<file path="src/rtl/lcv_pkg.sv">
// Shared constants and types for the lomo curve and vignette pixel block.
package lcv_pkg;

  localparam int MAX_DIM      = 4096;
  localparam int DIM_W        = 13;
  localparam int POS_W        = 12;
  localparam int FADE_W       = 24;
  localparam int MAG_W        = 25;
  localparam int DIV_STEPS    = 16;
  localparam int SETUP_CYCLES = DIV_STEPS + 1;
  localparam int SETUP_CNT_W  = $clog2(SETUP_CYCLES + 1);

  localparam logic [DIM_W-1:0]  WIDTH_RST  = 13'd640;
  localparam logic [DIM_W-1:0]  HEIGHT_RST = 13'd480;
  localparam logic [FADE_W-1:0] FADE_RST   = 24'd31999;

  typedef enum logic [1:0] {
    CFG_IMAGE_WIDTH  = 2'd0,
    CFG_IMAGE_HEIGHT = 2'd1,
    CFG_FADE_START   = 2'd2
  } cfg_idx_t;

  // Frame geometry derived from the configuration registers.
  typedef struct packed {
    logic              gt;       // width above height: scale dx, else dy
    logic [POS_W-1:0]  cx;
    logic [POS_W-1:0]  cy;
    logic [15:0]       ratio;    // Q15 aspect ratio, up to 1.0
    logic [FADE_W-1:0] fade;
    logic              fade_on;  // fade below maxd
    logic [FADE_W-1:0] den;      // maxd - fade
    logic [FADE_W-1:0] maxd;
  } geom_t;

  // Per-pixel data carried alongside the falloff divider.
  typedef struct packed {
    logic [7:0] alpha;
    logic [7:0] red;
    logic [7:0] green;
    logic [7:0] blue;
    logic       dark;
  } side_t;

endpackage

</file>
<file path="src/rtl/lcv_div.sv">
// Pipelined restoring divider for the vignette falloff, one quotient bit per stage.
module lcv_div import lcv_pkg::*; (
  input  logic              clk,
  input  logic              rst_n,
  input  logic              en,
  input  logic              in_valid,
  input  logic [MAG_W-1:0]  in_mag,
  input  side_t             in_side,
  input  logic [FADE_W-1:0] den,
  output logic              out_valid,
  output logic [15:0]       out_quo,
  output logic              out_sat,
  output side_t             out_side
);

  localparam int NSTG = DIV_STEPS + 1;

  logic [NSTG-1:0]   v_r;
  logic [FADE_W-1:0] rem_r  [NSTG];
  logic [15:0]       low_r  [NSTG];
  logic [15:0]       q_r    [NSTG];
  logic              sat_r  [NSTG];
  side_t             side_r [NSTG];

  logic [FADE_W:0]   sh      [DIV_STEPS];
  logic              ge      [DIV_STEPS];
  logic [FADE_W-1:0] rem_nxt [DIV_STEPS];

  // numerator is mag * 256; quotient above 16 bits saturates
  always_comb begin
    for (int k = 0; k < DIV_STEPS; k++) begin
      sh[k]      = {rem_r[k], low_r[k][15]};
      ge[k]      = sh[k] >= {1'b0, den};
      rem_nxt[k] = ge[k] ? FADE_W'(sh[k] - {1'b0, den}) : sh[k][FADE_W-1:0];
    end
  end

  always_ff @(posedge clk) begin
    if (!rst_n) begin
      v_r <= '0;
    end else if (en) begin
      v_r <= {v_r[NSTG-2:0], in_valid};
    end
  end

  always_ff @(posedge clk) begin
    if (en) begin
      rem_r[0]  <= FADE_W'(in_mag[MAG_W-1:8]);
      low_r[0]  <= {in_mag[7:0], 8'b0};
      q_r[0]    <= '0;
      sat_r[0]  <= 32'(in_mag) >= {den, 8'b0};
      side_r[0] <= in_side;
      for (int k = 0; k < DIV_STEPS; k++) begin
        rem_r[k+1]  <= rem_nxt[k];
        low_r[k+1]  <= {low_r[k][14:0], 1'b0};
        q_r[k+1]    <= {q_r[k][14:0], ge[k]};
        sat_r[k+1]  <= sat_r[k];
        side_r[k+1] <= side_r[k];
      end
    end
  end

  assign out_valid = v_r[NSTG-1];
  assign out_quo   = q_r[NSTG-1];
  assign out_sat   = sat_r[NSTG-1];
  assign out_side  = side_r[NSTG-1];

endmodule
</file>
<file path="config.mk">
export PLATFORM = sky130hd
export DESIGN_NAME = lcv_div
export DESIGN_NICKNAME = d
export VERILOG_FILES = /design/src/rtl/lcv_pkg.sv /design/src/rtl/lcv_div.sv
export SDC_FILE = /design/constraint.sdc
export NUM_CORES = 2
export LEC_CHECK = 0
export BUFFER_PORTS_ARGS = -buffer_cell sky130_fd_sc_hd__buf_2
export CORE_MARGIN = 2
export CORE_UTILIZATION = 45
export DETAILED_ROUTE_END_ITERATION = 10
export PLACE_DENSITY = 0.68
export SETUP_SLACK_MARGIN = 0.05
export SLEW_MARGIN = 0
export SYNTH_ARGS = -nofsm -noshare
export SYNTH_HDL_FRONTEND = slang
export SYNTH_SLANG_ARGS = --single-unit
</file>
<file path="constraint.sdc">
create_clock -name clk -period 10.2 [get_ports clk]
set_input_delay 0 -clock clk [delete_from_list [all_inputs] [get_ports clk]]
set_output_delay 0 -clock clk [all_outputs]
set_load 0.02 [all_outputs]
</file>
[After elaboration in Yosys (flattened, before gate mapping)]
Memory sizes are Yosys's and may differ from the RTL's.
Index checks and enable logic that the tools add are counted.
Operators by class
  add/sub/neg operators: 16
  magnitude comparators: 17
  mux-type cells: 18
Operators with widths (number)
  $ge 25x24->1: 16
  $mux 24: 16
  $sub 24x24->24: 16
  $ge 25x32->1: 1
  $mux 1: 2
Storage, ports and cells
  register bits after elaboration: 17
  bits in writable memories: 1513
  output and inout bits: 51
  logic and storage cells: 57
  memories kept: 5
Memory list
  side_r: depth 17, width 33, rd ports 17, clocked after memory_dff 0, wr ports 17, line lcv_div.sv:23  | side_t side_r [NSTG];
  rem_r: depth 17, width 24, rd ports 16, clocked after memory_dff 0, wr ports 17, line lcv_div.sv:19  | logic [FADE_W-1:0] rem_r [NSTG];
  q_r: depth 17, width 16, rd ports 17, clocked after memory_dff 0, wr ports 17, line lcv_div.sv:21  | logic [15:0] q_r [NSTG];
  low_r: depth 17, width 15, rd ports 16, clocked after memory_dff 0, wr ports 17, line lcv_div.sv:20  | logic [15:0] low_r [NSTG];
  sat_r: depth 17, width 1, rd ports 17, clocked after memory_dff 0, wr ports 17, line lcv_div.sv:22  | logic sat_r [NSTG];

[Longest topological paths before layout]
An unclocked memory read counts as a cell.
  word-level depth: 3
  mapped depth: 15
  gate-level depth less buffers: 14

[Worst setup path before layout]
Ideal clock, no wire load.
  kind: input-to-reg
  from: input den[1]
  to: memory rem_r[3][18] (netlist: rem_r[0][90]) (data pin)
  data arrival time: 3451 ps
  setup slack: 6489 ps
  stages on the path: 13
  buffers on the path: 1
  path through: inv_1 -> ha_1 -> nor2b_1 -> o31a_1 -> o311ai_2 -> nand2_1 -> a311o_1 -> a21o_1 -> a21o_1 -> a211o_1 -> a211oi_4 -> buf_6 -> mux2_2
RTL lines
  start, declared: line lcv_div.sv:9  | input logic [FADE_W-1:0] den,
  end, declared: line lcv_div.sv:19

==> run_results.csv <==
group,metric,value,unit
sta,fin_setup_tns,0,ps
setup_path,critical_path.cell_chain,"ha_1 -> nor2b_1 -> o21ai_0 -> a21boi_0 -> o21ai_0 -> a2111oi_0 -> a2111oi_0 -> o21a_1 -> nor2_2 -> buf_4 -> mux2_2",
layout,area_growth,13.8,%
floorplan,die_area,128000,sq um
setup_path,cp.required,10680,ps
setup_path,crit_slowest_cell,"a2111oi_0",
sta,slew_violations,0,
synth,syn_area,56200,sq um
floorplan,core_area,124000,sq um
sta,hold_viol_final,0,
layout,diodes,0,
synth,synthArstFlopShare,0,
clocking,post-cts-setup-buffer-count,0,
global_routing,antenna_found_initial,2,
synth,synth_warnings,0,
setup_path,rrSetupSlack,5790,ps
global_routing,grt_remaining_overflow,0,
clocking,htreeDepth,3,
synth,synth_flop_cell,"edfxtp_1",
floorplan,die_w,357,um
routing,initialDrtViolationCount,2661,
clocking,cts_tree,"built",
floorplan,initial_utilization,0.454,
synth,syn_nets,4674,
setup_path,path_class,"register to register",
routing,drc,0,
synth,ys_types,75,
global_routing,grt_use_met3,0.0281,
sta,max_slew_margin,0.183,
global_routing,met1_usage,0.234,
routing,first_pass_iters,6,
sta,fin_skew,37.6,ps
layout,fill_cells,10400,
routing,routed_via_density,5.39,
sta,fmax,227,MHz
power,irDropWorstVdd,0.171,mV
layout,post_route_cells_drive_above_1_share,0.129,
clocking,clk_path_buf_depth,3,
layout,multi_input_area,20900,sq um
global_routing,use_met2,0.285,
setup_path,startpoint_type,"register",
status,status,"finished clean",
sta,setup_viol,0,
routing,drt_wl_total,111,mm
clocking,cts_buffers,118,
flow_run,cap_violations,0,
setup_path,worstPathArrival,4890,ps
global_routing,grt_pass1_vias,32700,
power,p_leak,24.4,nW
placed_design,place_inst,5874,
layout,stdcell_count,6215,
sta,fin_crit_sh,0.433,
placed_design,post-dp-hpwl,71.0,mm
global_routing,grt_pass1_wl,175,mm
floorplan,row_count,129,
placed_design,dp_slack,5340,ps
sta,worst_slew_pin_slew,1220,ps
power,power_density,282,nW/um^2
clocking,post_cts_resized,0,
synth,netlist_instances,4179,
hold_path,holdCritPathClass,"input port to register",
clocking,insertion_delay,750,ps
sta,rsz0062_at_grt,"no",
placed_design,gp_congestion,0.889,
placed_design,port_buffers,136,
global_routing,grt_max_degree,181,
floorplan,dieHeight,357,um
layout,final_nets,4977,
routing,post_drt_wl_per_cell,17.8,um
synth,synth_seq_cells,1144,
global_routing,busiest_layer,"met2",
setup_path,worstSetupEndpointType,"register",
routing,postRouteAntennaNets,0,
global_routing,grt_usage,0.172,
synth,syn_avg_cell_area,13.4,sq um
floorplan,ios,137,
clocking,numClockSinks,1144,
clocking,clk_pin_slew_worst_paths,60,ps
layout,final-seq-area,34200,sq um
synth,ys_seq_area_frac,0.608,
sta,worst_slack,5790,ps
synth,synth_edf_count,1127,
sta,min_period,4410,ps
clocking,cts_hold_buf,125,
clocking,ctsRootBufferMaster,"clkbuf_16",
setup_path,cpPeakStageDelay,990,ps
routing,route.vias.total,33500,
setup_path,worstPathMaxFanout,32,
## logic make-up after synthesis
| kind of cell | synth area share |
|---|---|
| DFF | 0.608 |
| AOI/OAI and AO/OA | 0.112 |
| xor gates and xnor gates | 0.0441 |
| adders and majority gates | 0.0931 |
| and+or+nand+nor | 0.0745 |
| buffers and inverters | 0.0203 |
| muxes | 0.0477 |
## flip-flops by register name, indices dropped and copies added, names as in the netlist
signal,cells
low_r,36
q_r,136
rem_r,377
sat_r,17
side_r,561
v_r,17
## layout make-up
class                   instances  area share
clock inverters                73      0.0150
well taps                    1637      0.0320
multi-input cells            2790       0.327
inverters                     125     0.00734
clock buffers                 143      0.0476
repair buffers                303      0.0363
flip-flops and latches       1144       0.534
## critical path, delay by kind of cell, from the launching register on
kind,cells,cell delay (ps)
AOI/OAI and AO/OA,6,2320
and+or+nand+nor,2,350
DFF,1,410
muxes,1,370
buffers and inverters,1,370
adders and majority gates,1,310
## synth_stat cells, types with 9 or more instances
master	count	area (sq um)
inv_1	124	465
nand2b_1	49	307
or3_1	14	87.6
mux2_2	195	2200
buf_4	51	383
o211ai_1	11	82.6
ha_1	394	4930
clkbuf_1	51	191
a2111oi_0	11	96.3
o31a_1	16	140
buf_2	12	60.1
a21boi_0	9	67.6
o21a_1	58	435
nor4_1	15	93.8
or2_2	15	93.8
a21oi_1	347	1740
a31oi_1	28	175
a21o_1	138	1040
nor3_1	47	235
xor2_1	94	823
xnor2_1	189	1660
and3_1	36	225
o21ai_0	202	1010
nand3_1	66	330
and2_1	13	81.3
mux2i_1	34	340
a31o_2	9	78.8
nand4_1	51	319
nor2b_1	80	500
a211o_1	17	149
nor2_1	277	1040
dfxtp_1	17	340
edfxtp_1	1127	33800
nand2_1	167	627
o21bai_1	27	203
mux2_1	13	146
fa_1	15	300
a211oi_1	24	180
o31ai_1	20	150
## power by group
part	switching [W]	total [W]	internal (W)
sequential	0.000472	0.00696	0.00649
combinational	0.00359	0.00664	0.00305
clock	0.00184	0.00441	0.00257
total	0.00590	0.0180	0.0121
## path summary, 6_finish.rpt
| kind | start | to | cells after the start |
|---|---|---|---|
| hold / removal | den[20] | rem_r[0][43]$_SDFFCE_PN0P_ | 5 |
| setup / recovery | rem_r[0][264]$_SDFFCE_PN0P_ | rem_r[0][295]$_DFFE_PP_ | 11 |
| setup reg to reg | rem_r[0][264]$_SDFFCE_PN0P_ | rem_r[0][295]$_DFFE_PP_ | 11 |
| hold reg to reg | sat_r[2]$_DFFE_PP_ | sat_r[3]$_DFFE_PP_ | 0 |
## through the flow
| step | instance area, sq um | power, W | hold slack, ps | utilization |
|---|---|---|---|---|
| global placement | 58700 | 0.0135 | 176 | 0.474 |
| floorplan | 56200 | 0.0121 | 98.9 | - |
| detailed placement | 58700 | 0.0136 | 178 | 0.474 |
| finish | 64000 | 0.0180 | 106 | 0.517 |
| global route | 64000 | 0.0192 | 112 | 0.517 |
| CTS | 64000 | 0.0181 | 51.1 | 0.517 |
## cells in the final DEF, fill, tap and decap left out, types with 124 or more instances in the layout
master and count:
xnor2_1 189, mux2_2 195, buf_2 135, o21ai_0 201, edfxtp_1 1127, dlygate4sd3_1 125, inv_1 124, ha_1 394
a21oi_1 344, nand2_1 167, a21o_1 138, nor2_1 276
## per-layer routing
metal / part of all wire / routed length, um / vias to the layer above
li1: - / - / 16600
met1: 0.46 / 50400 / 16000
met2: 0.47 / 52300 / 713
met3: 0.051 / 5620 / 147
met4: 0.021 / 2320 / 0
met5: 0 / 0 / -
No activity file was read; power rests on OpenSTA's default activity.
