**src/rtl/lcv_pkg.sv**
```systemverilog
// Shared constants and types for the lomo curve and vignette pixel block.
package lcv_pkg;

  localparam int MAX_DIM      = 4096;
  localparam int DIM_W        = 13;
  localparam int POS_W        = 12;
  localparam int FADE_W       = 24;
  localparam int MAG_W        = 25;
  localparam int DIV_STEPS    = 16;
  localparam int SETUP_CYCLES = DIV_STEPS + 1;
  localparam int SETUP_CNT_W  = $clog2(SETUP_CYCLES + 1);

  localparam logic [DIM_W-1:0]  WIDTH_RST  = 13'd640;
  localparam logic [DIM_W-1:0]  HEIGHT_RST = 13'd480;
  localparam logic [FADE_W-1:0] FADE_RST   = 24'd31999;

  typedef enum logic [1:0] {
    CFG_IMAGE_WIDTH  = 2'd0,
    CFG_IMAGE_HEIGHT = 2'd1,
    CFG_FADE_START   = 2'd2
  } cfg_idx_t;

  // Frame geometry derived from the configuration registers.
  typedef struct packed {
    logic              gt;       // width above height: scale dx, else dy
    logic [POS_W-1:0]  cx;
    logic [POS_W-1:0]  cy;
    logic [15:0]       ratio;    // Q15 aspect ratio, up to 1.0
    logic [FADE_W-1:0] fade;
    logic              fade_on;  // fade below maxd
    logic [FADE_W-1:0] den;      // maxd - fade
    logic [FADE_W-1:0] maxd;
  } geom_t;

  // Per-pixel data carried alongside the falloff divider.
  typedef struct packed {
    logic [7:0] alpha;
    logic [7:0] red;
    logic [7:0] green;
    logic [7:0] blue;
    logic       dark;
  } side_t;

endpackage

```
**src/rtl/lcv_setup.sv**
```systemverilog
// Configuration registers and derived frame geometry with serial ratio divider.
module lcv_setup import lcv_pkg::*; (
  input  logic        clk,
  input  logic        rst_n,
  input  logic        cfg_we,
  input  logic [1:0]  cfg_index,
  input  logic [23:0] cfg_wdata,
  output geom_t       geom,
  output logic        busy
);

  logic [DIM_W-1:0]       width_r, height_r;
  logic [FADE_W-1:0]      fade_r;
  logic [SETUP_CNT_W-1:0] cnt_r;

  logic [DIM_W-1:0]  wcl, hcl, dmin, dmax;
  logic              gt_c;
  logic [DIM_W-1:0]  wc_r, hc_r;
  logic              gt_r;
  logic [POS_W-1:0]  cx_r, cy_r;
  logic [22:0]       cx2_r, cy2_r;
  logic [FADE_W-1:0] maxd_r, den_r;
  logic              fade_on_r;

  logic [DIM_W-1:0]  rem_r;
  logic [15:0]       low_r, q_r;
  logic [DIM_W:0]    sh, rem_nxt;
  logic              ge;

  function automatic logic [DIM_W-1:0] clamp_dim(logic [DIM_W-1:0] d);
    if (d == '0) return DIM_W'(1);
    if (d > DIM_W'(MAX_DIM)) return DIM_W'(MAX_DIM);
    return d;
  endfunction

  always_comb begin
    wcl  = clamp_dim(width_r);
    hcl  = clamp_dim(height_r);
    gt_c = wcl > hcl;
    dmin = gt_c ? hcl : wcl;
    dmax = gt_c ? wcl : hcl;
    sh      = {rem_r, low_r[15]};
    ge      = sh >= {1'b0, dmax};
    rem_nxt = ge ? (sh - {1'b0, dmax}) : sh;
  end

  always_ff @(posedge clk) begin
    if (!rst_n) begin
      width_r  <= WIDTH_RST;
      height_r <= HEIGHT_RST;
      fade_r   <= FADE_RST;
      cnt_r    <= SETUP_CNT_W'(SETUP_CYCLES);
    end else if (cfg_we) begin
      unique case (cfg_idx_t'(cfg_index))
        CFG_IMAGE_WIDTH:  width_r  <= cfg_wdata[DIM_W-1:0];
        CFG_IMAGE_HEIGHT: height_r <= cfg_wdata[DIM_W-1:0];
        CFG_FADE_START:   fade_r   <= cfg_wdata[FADE_W-1:0];
        default: ;
      endcase
      cnt_r <= SETUP_CNT_W'(SETUP_CYCLES);
    end else if (cnt_r != '0) begin
      cnt_r <= cnt_r - SETUP_CNT_W'(1);
    end
  end

  // ratio = floor(min * 32768 / max), one quotient bit per cycle
  always_ff @(posedge clk) begin
    if (cnt_r == SETUP_CNT_W'(SETUP_CYCLES)) begin
      rem_r <= {1'b0, dmin[DIM_W-1:1]};
      low_r <= {dmin[0], 15'b0};
      q_r   <= '0;
    end else if (cnt_r != '0) begin
      rem_r <= rem_nxt[DIM_W-1:0];
      low_r <= {low_r[14:0], 1'b0};
      q_r   <= {q_r[14:0], ge};
    end
  end

  // geometry chain settles well inside the setup window
  always_ff @(posedge clk) begin
    wc_r      <= wcl;
    hc_r      <= hcl;
    gt_r      <= wc_r > hc_r;
    cx_r      <= wc_r[DIM_W-1:1];
    cy_r      <= hc_r[DIM_W-1:1];
    cx2_r     <= 23'(cx_r) * 23'(cx_r);
    cy2_r     <= 23'(cy_r) * 23'(cy_r);
    maxd_r    <= 24'(cx2_r) + 24'(cy2_r);
    fade_on_r <= fade_r < maxd_r;
    den_r     <= maxd_r - fade_r;
  end

  assign busy         = cnt_r != '0;
  assign geom.gt      = gt_r;
  assign geom.cx      = cx_r;
  assign geom.cy      = cy_r;
  assign geom.ratio   = q_r;
  assign geom.fade    = fade_r;
  assign geom.fade_on = fade_on_r;
  assign geom.den     = den_r;
  assign geom.maxd    = maxd_r;

  a_write_starts_setup: assert property (@(posedge clk) disable iff (!rst_n)
    cfg_we |=> busy)
    else $error("setup did not restart after register write");

  a_ratio_range: assert property (@(posedge clk) disable iff (!rst_n)
    !busy |-> (q_r <= 16'd32768) && (!gt_r || q_r < 16'd32768))
    else $error("aspect ratio out of range after setup");

endmodule

```
**config.mk**
```make
export PLATFORM = sky130hd
export DESIGN_NAME = lcv_setup
export DESIGN_NICKNAME = d
export VERILOG_FILES = /design/src/rtl/lcv_pkg.sv /design/src/rtl/lcv_setup.sv
export SDC_FILE = /design/constraint.sdc
export NUM_CORES = 1
export LEC_CHECK = 0
export BUFFER_PORTS_ARGS = -buffer_cell sky130_fd_sc_hd__buf_4
export CORE_MARGIN = 10
export CORE_UTILIZATION = 61
export DETAILED_ROUTE_END_ITERATION = 10
export PLACE_DENSITY = 0.92
export SYNTH_ARGS = -nofsm -noshare
export SYNTH_HDL_FRONTEND = slang
export SYNTH_SLANG_ARGS = --single-unit
```
**constraint.sdc**
```tcl
create_clock -name clk -period 5.9 [get_ports clk]
set_input_delay 0.885 -clock clk [delete_from_list [all_inputs] [get_ports clk]]
set_output_delay 0.885 -clock clk [all_outputs]
set_load 0.005 [all_outputs]
```
======== Yosys cells after proc, flatten, opt, wreduce, memory -nomap -nowiden ========
Cells that the tools add are included.
storage, ports and cells
  register bits ........................... 231
  input port bits ......................... 29
  output and inout bits ................... 115
  word-level logic and storage cells ...... 64
cells by class
  $add $sub $neg .......................... 4
  multiply operators ...................... 2
  $lt $le $gt $ge ......................... 6
  equality and inequality tests ........... 3
  muxes and demuxes ....................... 21
  bitwise logic cells ..................... 1
  reduce and logical (&&, ||, !) cells .... 9
operators by type and width
  cell                  number
  $mux 13               11
  $mul 12x12->23        2
  $mux 16               2
  $gt 13x13->1          2
  $gt 13x13->1 const B  2
  $logic_not 13->1      2
  $add 23x23->24        1
  $lt 24x24->1          1
  $mux 12               2
  $sub 24x24->24        1
  $ge 14x13->1          1
  $sub 13x13->13        1
  $mux 1                6
  $reduce_and 2->1      3
  $eq 5x5->1 const B    1
  $reduce_bool 5->1     1
  $sub 5x1->5 const B   1
  $eq 2x1->1 const B    1
  $eq 2x2->1 const B    1
  $logic_not 2->1       1
  $reduce_bool 2->1     1
  $reduce_or 2->1       1
  $not 1->1             1

======== Depth between registers and ports, before layout ========
Gate-level depths: netlist (run 1).
  word-level depth ........................ 11
  mapped depth ............................ 25
  depth with buffers taken out ............ 23

======== Least setup slack after synthesis (run 1) ========
OpenSTA, ideal clock, no wires.
  kind .................................... reg2reg
  start point ............................. reg cx_r[3]
  end point ............................... reg cx2_r[22]
  setup time .............................. 72 ps
  data arrival time ....................... 5085 ps
  data required time ...................... 5828 ps
  setup slack ............................. 743 ps
  stages on the path, launching flop included .. 19
  path buffers ............................ 1
  path through ............................ dfxtp_1 -> clkbuf_1 -> nand2_1 -> fa_1 -> inv_1 -> fa_1 -> inv_1 -> fa_1 -> inv_1 -> fa_1 -> fa_1 -> ha_1 -> a2111o_1 -> o21ai_1 -> o31ai_1 -> o22a_1 -> a21o_1 -> a21oi_1 -> xnor2_1
between the ends
  word-level cells in the longest chain between the ends .. 1
ends and longest elaborated chain
  what                    RTL line         RTL
  start, declared         lcv_setup.sv:20  logic [POS_W-1:0] cx_r, cy_r;
  start signal, assigned  lcv_setup.sv:84  cx_r <= wc_r[DIM_W-1:1];
  $mul 12x12->23          lcv_setup.sv:86  cx2_r <= 23'(cx_r) * 23'(cx_r);
  end signal, assigned    lcv_setup.sv:86
  end, declared           lcv_setup.sv:21  logic [22:0] cx2_r, cy2_r;
No other way between the ends.
A chain may end at the register's enable or synchronous reset.

======== Final worst setup path (run 1) ========
  start point ............................. reg cy_r[3]
  end point ............................... reg cy2_r[19]
between the ends
  word-level cells in the longest chain between the ends .. 1
ends and longest elaborated chain
  what                    RTL line         RTL
  start, declared         lcv_setup.sv:20
  start signal, assigned  lcv_setup.sv:85  cy_r <= hc_r[DIM_W-1:1];
  $mul 12x12->23          lcv_setup.sv:87  cy2_r <= 23'(cy_r) * 23'(cy_r);
  end signal, assigned    lcv_setup.sv:87
  end, declared           lcv_setup.sv:21
No other way between the ends.

==> results.txt, run 1 <==
largest net degree at the start of global routing - 52
unrepaired setup endpoints after global routing - no
top-count cell post-synth - inv_1
Synth area leader - dfxtp_1
WL/cell - 18.8 um
fill count - 1962
synthesis-stage register bit count - 229
R2R depth - 16
Root Buffer - clkbuf_16
register area share after synthesis - 0.271
Die X - 189 um
Post-Syn Instances - 1890
Clock Latency Late Sink - 0.54 ns
placed cell area - 0.0188 mm^2
hpwl dp - 35800 um
final max-slew violation count - 0
multi-input combinational cell area - 0.0115 mm^2
Tmin final - 5.53 ns
asr flop ratio synth - 0
first-pass GRT wire length - 73700 um
vias in the first global route - 14300
Yosys warning count - 0
Starting DRT DRC Count - 1181
DRT Pass-1 Iters - 5
Setup crit end - cy2_r[19]
clock sinks - 229
sequential share of power - 0.322
Synth Net Count - 2276
ratio of cells with drive above 1 in the final layout - 0.108
Startpoint Class - flop
CTS tree - done
Area growth, synth to finish - 12.7%
ANT cells - 0
Post-CTS Setup Bufs - 0
max frequency - 181 MHz
peak supply drop - 435 uV
core area - 0.0280 mm^2
CTS max path bufs - 3
category of the most critical setup path - flop to flop
Final Non-Filler Cells - 2404
total CTS buffers - 24
clock skew - 0.0270 ns
Final ANT Viol Nets - 0
pwr dens - 326 mW/mm^2
Final setup viols - 0
TNS Setup - 0 ns
ys flop type - dfxtp_1
synth top area cells - dfxtp_1 25%, fa_1 18%, ha_1 14%
Die ar. - 0.0357 mm^2
Die Y - 189 um
Max H-tree Level - 1
sw frac - 0.376
Hold Path Stages - 0
clock slew at reported path FFs - 0.07 ns
antenna violations before repair - 0
final wirelength - 45200 um
synth unique cells - 75
Placer Congestion - 1.01
Hold Buf Count CTS - 0
Worst Hold Class - flop to flop
fin util - 0.700
final net count - 2394
terminus of the critical flop-to-flop path - cy2_r[19]
internal cell power - 0.00399 W
Reg area - 0.00471 mm^2
Core Rows - 61
via count - 13800
Net Switching - 0.00240 W
reg2reg start - cy_r[3]
PortBufs - 143
logic gate share of total power - 0.433
Initial Util - 0.622
synthesized area - 0.0174 mm^2
Tightest Pin Transition - 1.20 ns
# resized after CTS - 0
io pins - 144
post-route cell area - 0.0196 mm^2
outcome - finished, final reports clean
syn_area_per_cell - 9.21 um^2
placed cells - 2360
Total GRT Usage - 0.250
Critical Path Start - cy_r[3]
top cell type's share of synthesized area - 0.248
clock share of power - 0.246
drt drc - 0
crit end category - flop
most instantiated cells after synthesis - 264 x inv_1, 216 x dfxtp_1, 199 x nand2_1
number of flops mapped to enable cells by yosys - 13
CP required - 6.36 ns
Rel. slew slack - 0.200
Crit Path Max Fanout - 13
Tcrit/Tclk final - 0.938
crit path DAT - 5.99 ns
max_cap viols - 0
leak pwr - 9.93 nW
Via density - 5.73
Hold Vio Cnt, Final - 0
R2R Setup Slk - 0.37 ns
residual overflow from global routing - 0
==> logic make-up after synthesis <==
group | synth area share
DFF | 0.271
AOI/OAI and AO/OA | 0.131
xor gates and xnor gates | 0.0448
adders and majority gates | 0.325
and+or+nand+nor | 0.147
buffers and inverters | 0.0716
muxes | 0.00941
==> layout make-up <==
type / count / share of cell area
repair buffers: 155 / 0.0593
well taps: 378 / 0.0241
flip-flops and latches: 229 / 0.240
inverters: 264 / 0.0505
multi-input cells: 1334 / 0.584
clock inverters: 15 / 0.00906
clock buffers: 29 / 0.0331
==> metrics by stage <==
stage	total power, W	hold slack [ns]	worst slack [ns]
floorplan	0.00397	0.331	0.743
global placement	0.00467	0.340	0.470
detailed placement	0.00478	0.347	0.378
CTS	0.00637	0.352	0.367
global route	0.00679	0.363	0.0993
finish	0.00639	0.351	0.367
==> layout by cell type, fill, tap and decap left out, drive strengths merged, types with 6 or more instances in the layout <==
cell type / Yosys / layout
clkinv: 0 / 10
buf: 8 / 155
nor2b: 44 / 44
nor3: 16 / 16
a31oi: 11 / 11
or2: 6 / 6
nand4: 22 / 22
o21a: 13 / 13
a211oi: 15 / 15
a21o: 48 / 48
xor2: 27 / 27
edfxtp: 13 / 13
and2: 98 / 98
nand2: 200 / 200
nor2: 89 / 89
xnor2: 62 / 62
o211ai: 22 / 22
inv: 264 / 266
ha: 198 / 198
nand3: 14 / 14
mux2i: 13 / 13
a21boi: 35 / 35
fa: 159 / 159
a21oi: 104 / 104
o21ai: 57 / 57
nor4: 7 / 7
dfxtp: 216 / 216
clkbuf: 55 / 29
nand2b: 8 / 8
and3: 8 / 8
==> power groups by stage <==
stage / logic, W / clock network, W / registers (W)
final: 0.00277 / 0.00157 / 0.00206
after global routing: 0.00308 / 0.00163 / 0.00208
after CTS: 0.00273 / 0.00158 / 0.00205
after detailed placement: 0.00270 / 0 / 0.00208
after global placement: 0.00260 / 0 / 0.00207
after floorplan: 0.00196 / 0 / 0.00201
==> worst max-delay path: stages (launching register included) <==
cell and delay [ns]:
dfxtp_1 0.75, nand2_1 0.20, inv_1 0.13, fa_1 0.44
fa_1 0.51, inv_1 0.05, fa_1 0.52, inv_1 0.05
fa_1 0.49, fa_1 0.41, ha_1 0.23, or4_1 0.50
o21ai_1 0.30, o211ai_1 0.14, a21o_1 0.23, a311oi_1 0.35
xnor2_1 0.16
==> state kept, by name (all words and copies together), names as in the netlist, 13 cells and up <==
name,cells
rem_r,13
maxd_r,24
wc_r,13
cx2_r,22
q_r,16
height_r,13
cy2_r,22
width_r,13
hc_r,13
den_r,24
fade_r,24
==> per-layer routing <==
metal	vias to the layer above	track usage	wire length, um
met5	-	0	0
met4	0	0.0894	1700
met3	119	0.0470	3930
met2	601	0.430	21800
met1	6598	0.307	17700
li1	6445	-	-
==> how the worst min path moves through the flow <==
stage / startpoint / to
after floorplan: hc_r[1] / cy_r[0]
after global placement: hc_r[3] / cy_r[2]
after detailed placement: hc_r[10] / cy_r[9]
after CTS: hc_r[10] / cy_r[9]
after global routing: hc_r[10] / cy_r[9]
final: hc_r[10] / cy_r[9]
No activity file was read; power rests on OpenSTA's default activity.
==> run 2: changes to the inputs <==
MAX_ROUTING_LAYER = met4   (was not set)
==> results.txt, run 2 (synthesis gave the netlist of run 1 again) <==
Tcrit/Tclk final - 0.946 (+0.00826)
crit end category - flop
Max H-tree Level - 1 (unchanged)
leak pwr - 9.92 nW (-0.17%)
CP Cell Sequence - nand2_1, fa_1, inv_1, fa_1, inv_1, fa_1, inv_1, fa_1, fa_1, ha_1, a41oi_1, o21ai_0, o211ai_1, nand3_1, a31o_2, nor4b_1, a311o_1
final max-slew violation count - 0 (unchanged)
largest net degree at the start of global routing - 52 (unchanged)
Rel. slew slack - 0.175 (-0.0249)
Final setup viols - 0 (unchanged)
Placer Congestion - 0.989 (-1.7%)
outcome - finished with violations
hpwl dp - 35900 um (+0.19%)
Tightest Pin Transition - 1.24 ns (+0.0374 ns)
failing checks - design-rule violations
Worst Hold Class - flop to flop
CTS tree - done
fill count - 1959 (-0.15%)
Die ar. - 0.0357 mm^2 (unchanged)
Starting DRT DRC Count - 988 (-16%)
Min Hold Slack - 0.352 ns (+0.00116 ns)
clock sinks - 229 (unchanged)
TNS Setup - 0 ns (unchanged)
Total GRT Usage - 0.257 (+0.00680)
Hold Buf Count CTS - 0 (unchanged)
# resized after CTS - 0 (unchanged)
Clock Latency Late Sink - 0.53 ns (about the same)
Final ANT Viol Nets - 0 (unchanged)
biggest regs - den_r (24), fade_r (24), maxd_r (24)
Via density - 5.81 (+1.6%)
Tmin final - 5.58 ns (+0.0487 ns)
Area growth, synth to finish - 12.6% (about the same)
Initial Util - 0.622 (unchanged)
residual overflow from global routing - 0 (unchanged)
core area - 0.0280 mm^2 (unchanged)
WL/cell - 18.9 um (+0.69%)
Final Non-Filler Cells - 2404 (unchanged)
Root Buffer - clkbuf_16
CP most frequent cell - fa_1
Die X - 189 um (unchanged)
CTS max path bufs - 3 (unchanged)
commonest non-fill, non-tap cells in the layout - 264 x inv_1, 214 x dfxtp_1, 199 x nand2_1
Crit Path Max Fanout - 13 (unchanged)
clock skew - 0.0158 ns (-0.0112 ns)
commonest non-fill, non-tap cell in the layout - inv_1
CP peak stage delay - 0.68 ns (-0.07 ns)
Die Y - 189 um (unchanged)
placed cells - 2360 (unchanged)
Post-CTS Setup Bufs - 0 (unchanged)
Hold Vio Cnt, Final - 0 (unchanged)
total CTS buffers - 24 (unchanged)
pwr dens - 325 mW/mm^2 (-0.14%)
max frequency - 179 MHz (-0.87%)
final net count - 2394 (unchanged)
vias in the first global route - 14400 (+0.22%)
CP required - 6.36 ns (about the same)
DRT Pass-1 Iters - 8 (+3)
Core Rows - 61 (unchanged)
final wirelength - 45500 um (+0.69%)
unrepaired setup endpoints after global routing - no
via count - 14000 (+1.6%)
first-pass GRT wire length - 73100 um (-0.84%)
max_cap viols - 0 (unchanged)
PortBufs - 143 (unchanged)
slowest CP cell - dfxtp_1
clock slew at reported path FFs - 0.07 ns (about the same)
ratio of cells with drive above 1 in the final layout - 0.108 (+0.000547)
drt drc - 2 (+2)
antenna violations before repair - 0 (unchanged)
peak supply drop - 352 uV (-19%)
fin util - 0.700 (about the same)
io pins - 144 (unchanged)
category of the most critical setup path - flop to flop
crit path DAT - 6.04 ns (+0.05 ns)
Startpoint Class - flop
[run 2: cell count changes in the layout (fill, tap and decap cells not counted)]
cell	delta
clkbuf_16	+1
clkinvlp_4	+2
diode_2	+1
dfxtp_2	+2
clkinv_8	-1
bufinv_16	-1
inv_4	-1
dfxtp_1	-2
clkinv_2	-1
[run 2: final timing paths]
kind / startpoint / end / slack [ns] / cells past startpoint
worst max register to register: cy_r[4] / cy2_r[20] / 0.32 / 17
worst min register to register: hc_r[3] / cy_r[2] / 0.35 / 0
worst min-delay path: hc_r[3] / cy_r[2] / 0.35 / 0
worst max-delay path: cy_r[4] / cy2_r[20] / 0.32 / 17
[run 2: layer usage]
| metal | up-vias | wire (um) | track usage |
|---|---|---|---|
| met4 | 0 | 1690 | 0.0928 |
| met3 | 109 | 3840 | 0.0476 |
| met5 | - | 0 | - |
| met1 | 6830 | 17800 | 0.301 |
| met2 | 596 | 22200 | 0.434 |
| li1 | 6444 | - | - |
[run 2: cell type report]
type / instances / area (um^2) / area share
well taps: 378 / 473 / 0.0241
multi-input cells: 1334 / 11500 / 0.584
diodes: 1 / 2.50 / 0.000128
clock buffers: 30 / 674 / 0.0344
flip-flops and latches: 229 / 4720 / 0.241
clock inverters: 13 / 135 / 0.00689
repair buffers: 155 / 1160 / 0.0593
inverters: 264 / 991 / 0.0505
[run 2: per-stage QoR]
step	cell area (um^2)	worst slack, ns	power (W)
2_1_floorplan	17400	0.743	0.00397
3_3_place_gp	18800	0.451	0.00468
3_5_place_dp	18800	0.281	0.00478
4_1_cts	19600	0.259	0.00634
5_1_grt	19600	0.0345	0.00676
6_report	19600	0.318	0.00638
[run 2: critical path: cells and delay by family (launching register included)]
| kind | cells | cell delay [ns] |
|---|---|---|
| fa+ha+maj | 6 | 2.94 |
| compound gates | 5 | 1.09 |
| flops | 1 | 0.68 |
| simple gates | 3 | 0.62 |
| buf+inv | 3 | 0.19 |
[run 2: where the power goes]
| group | internal [W] | switching [W] |
|---|---|---|
| logic | 0.00120 | 0.00157 |
| clock network | 0.000903 | 0.000648 |
| registers | 0.00186 | 0.000192 |
| total | 0.00396 | 0.00241 |
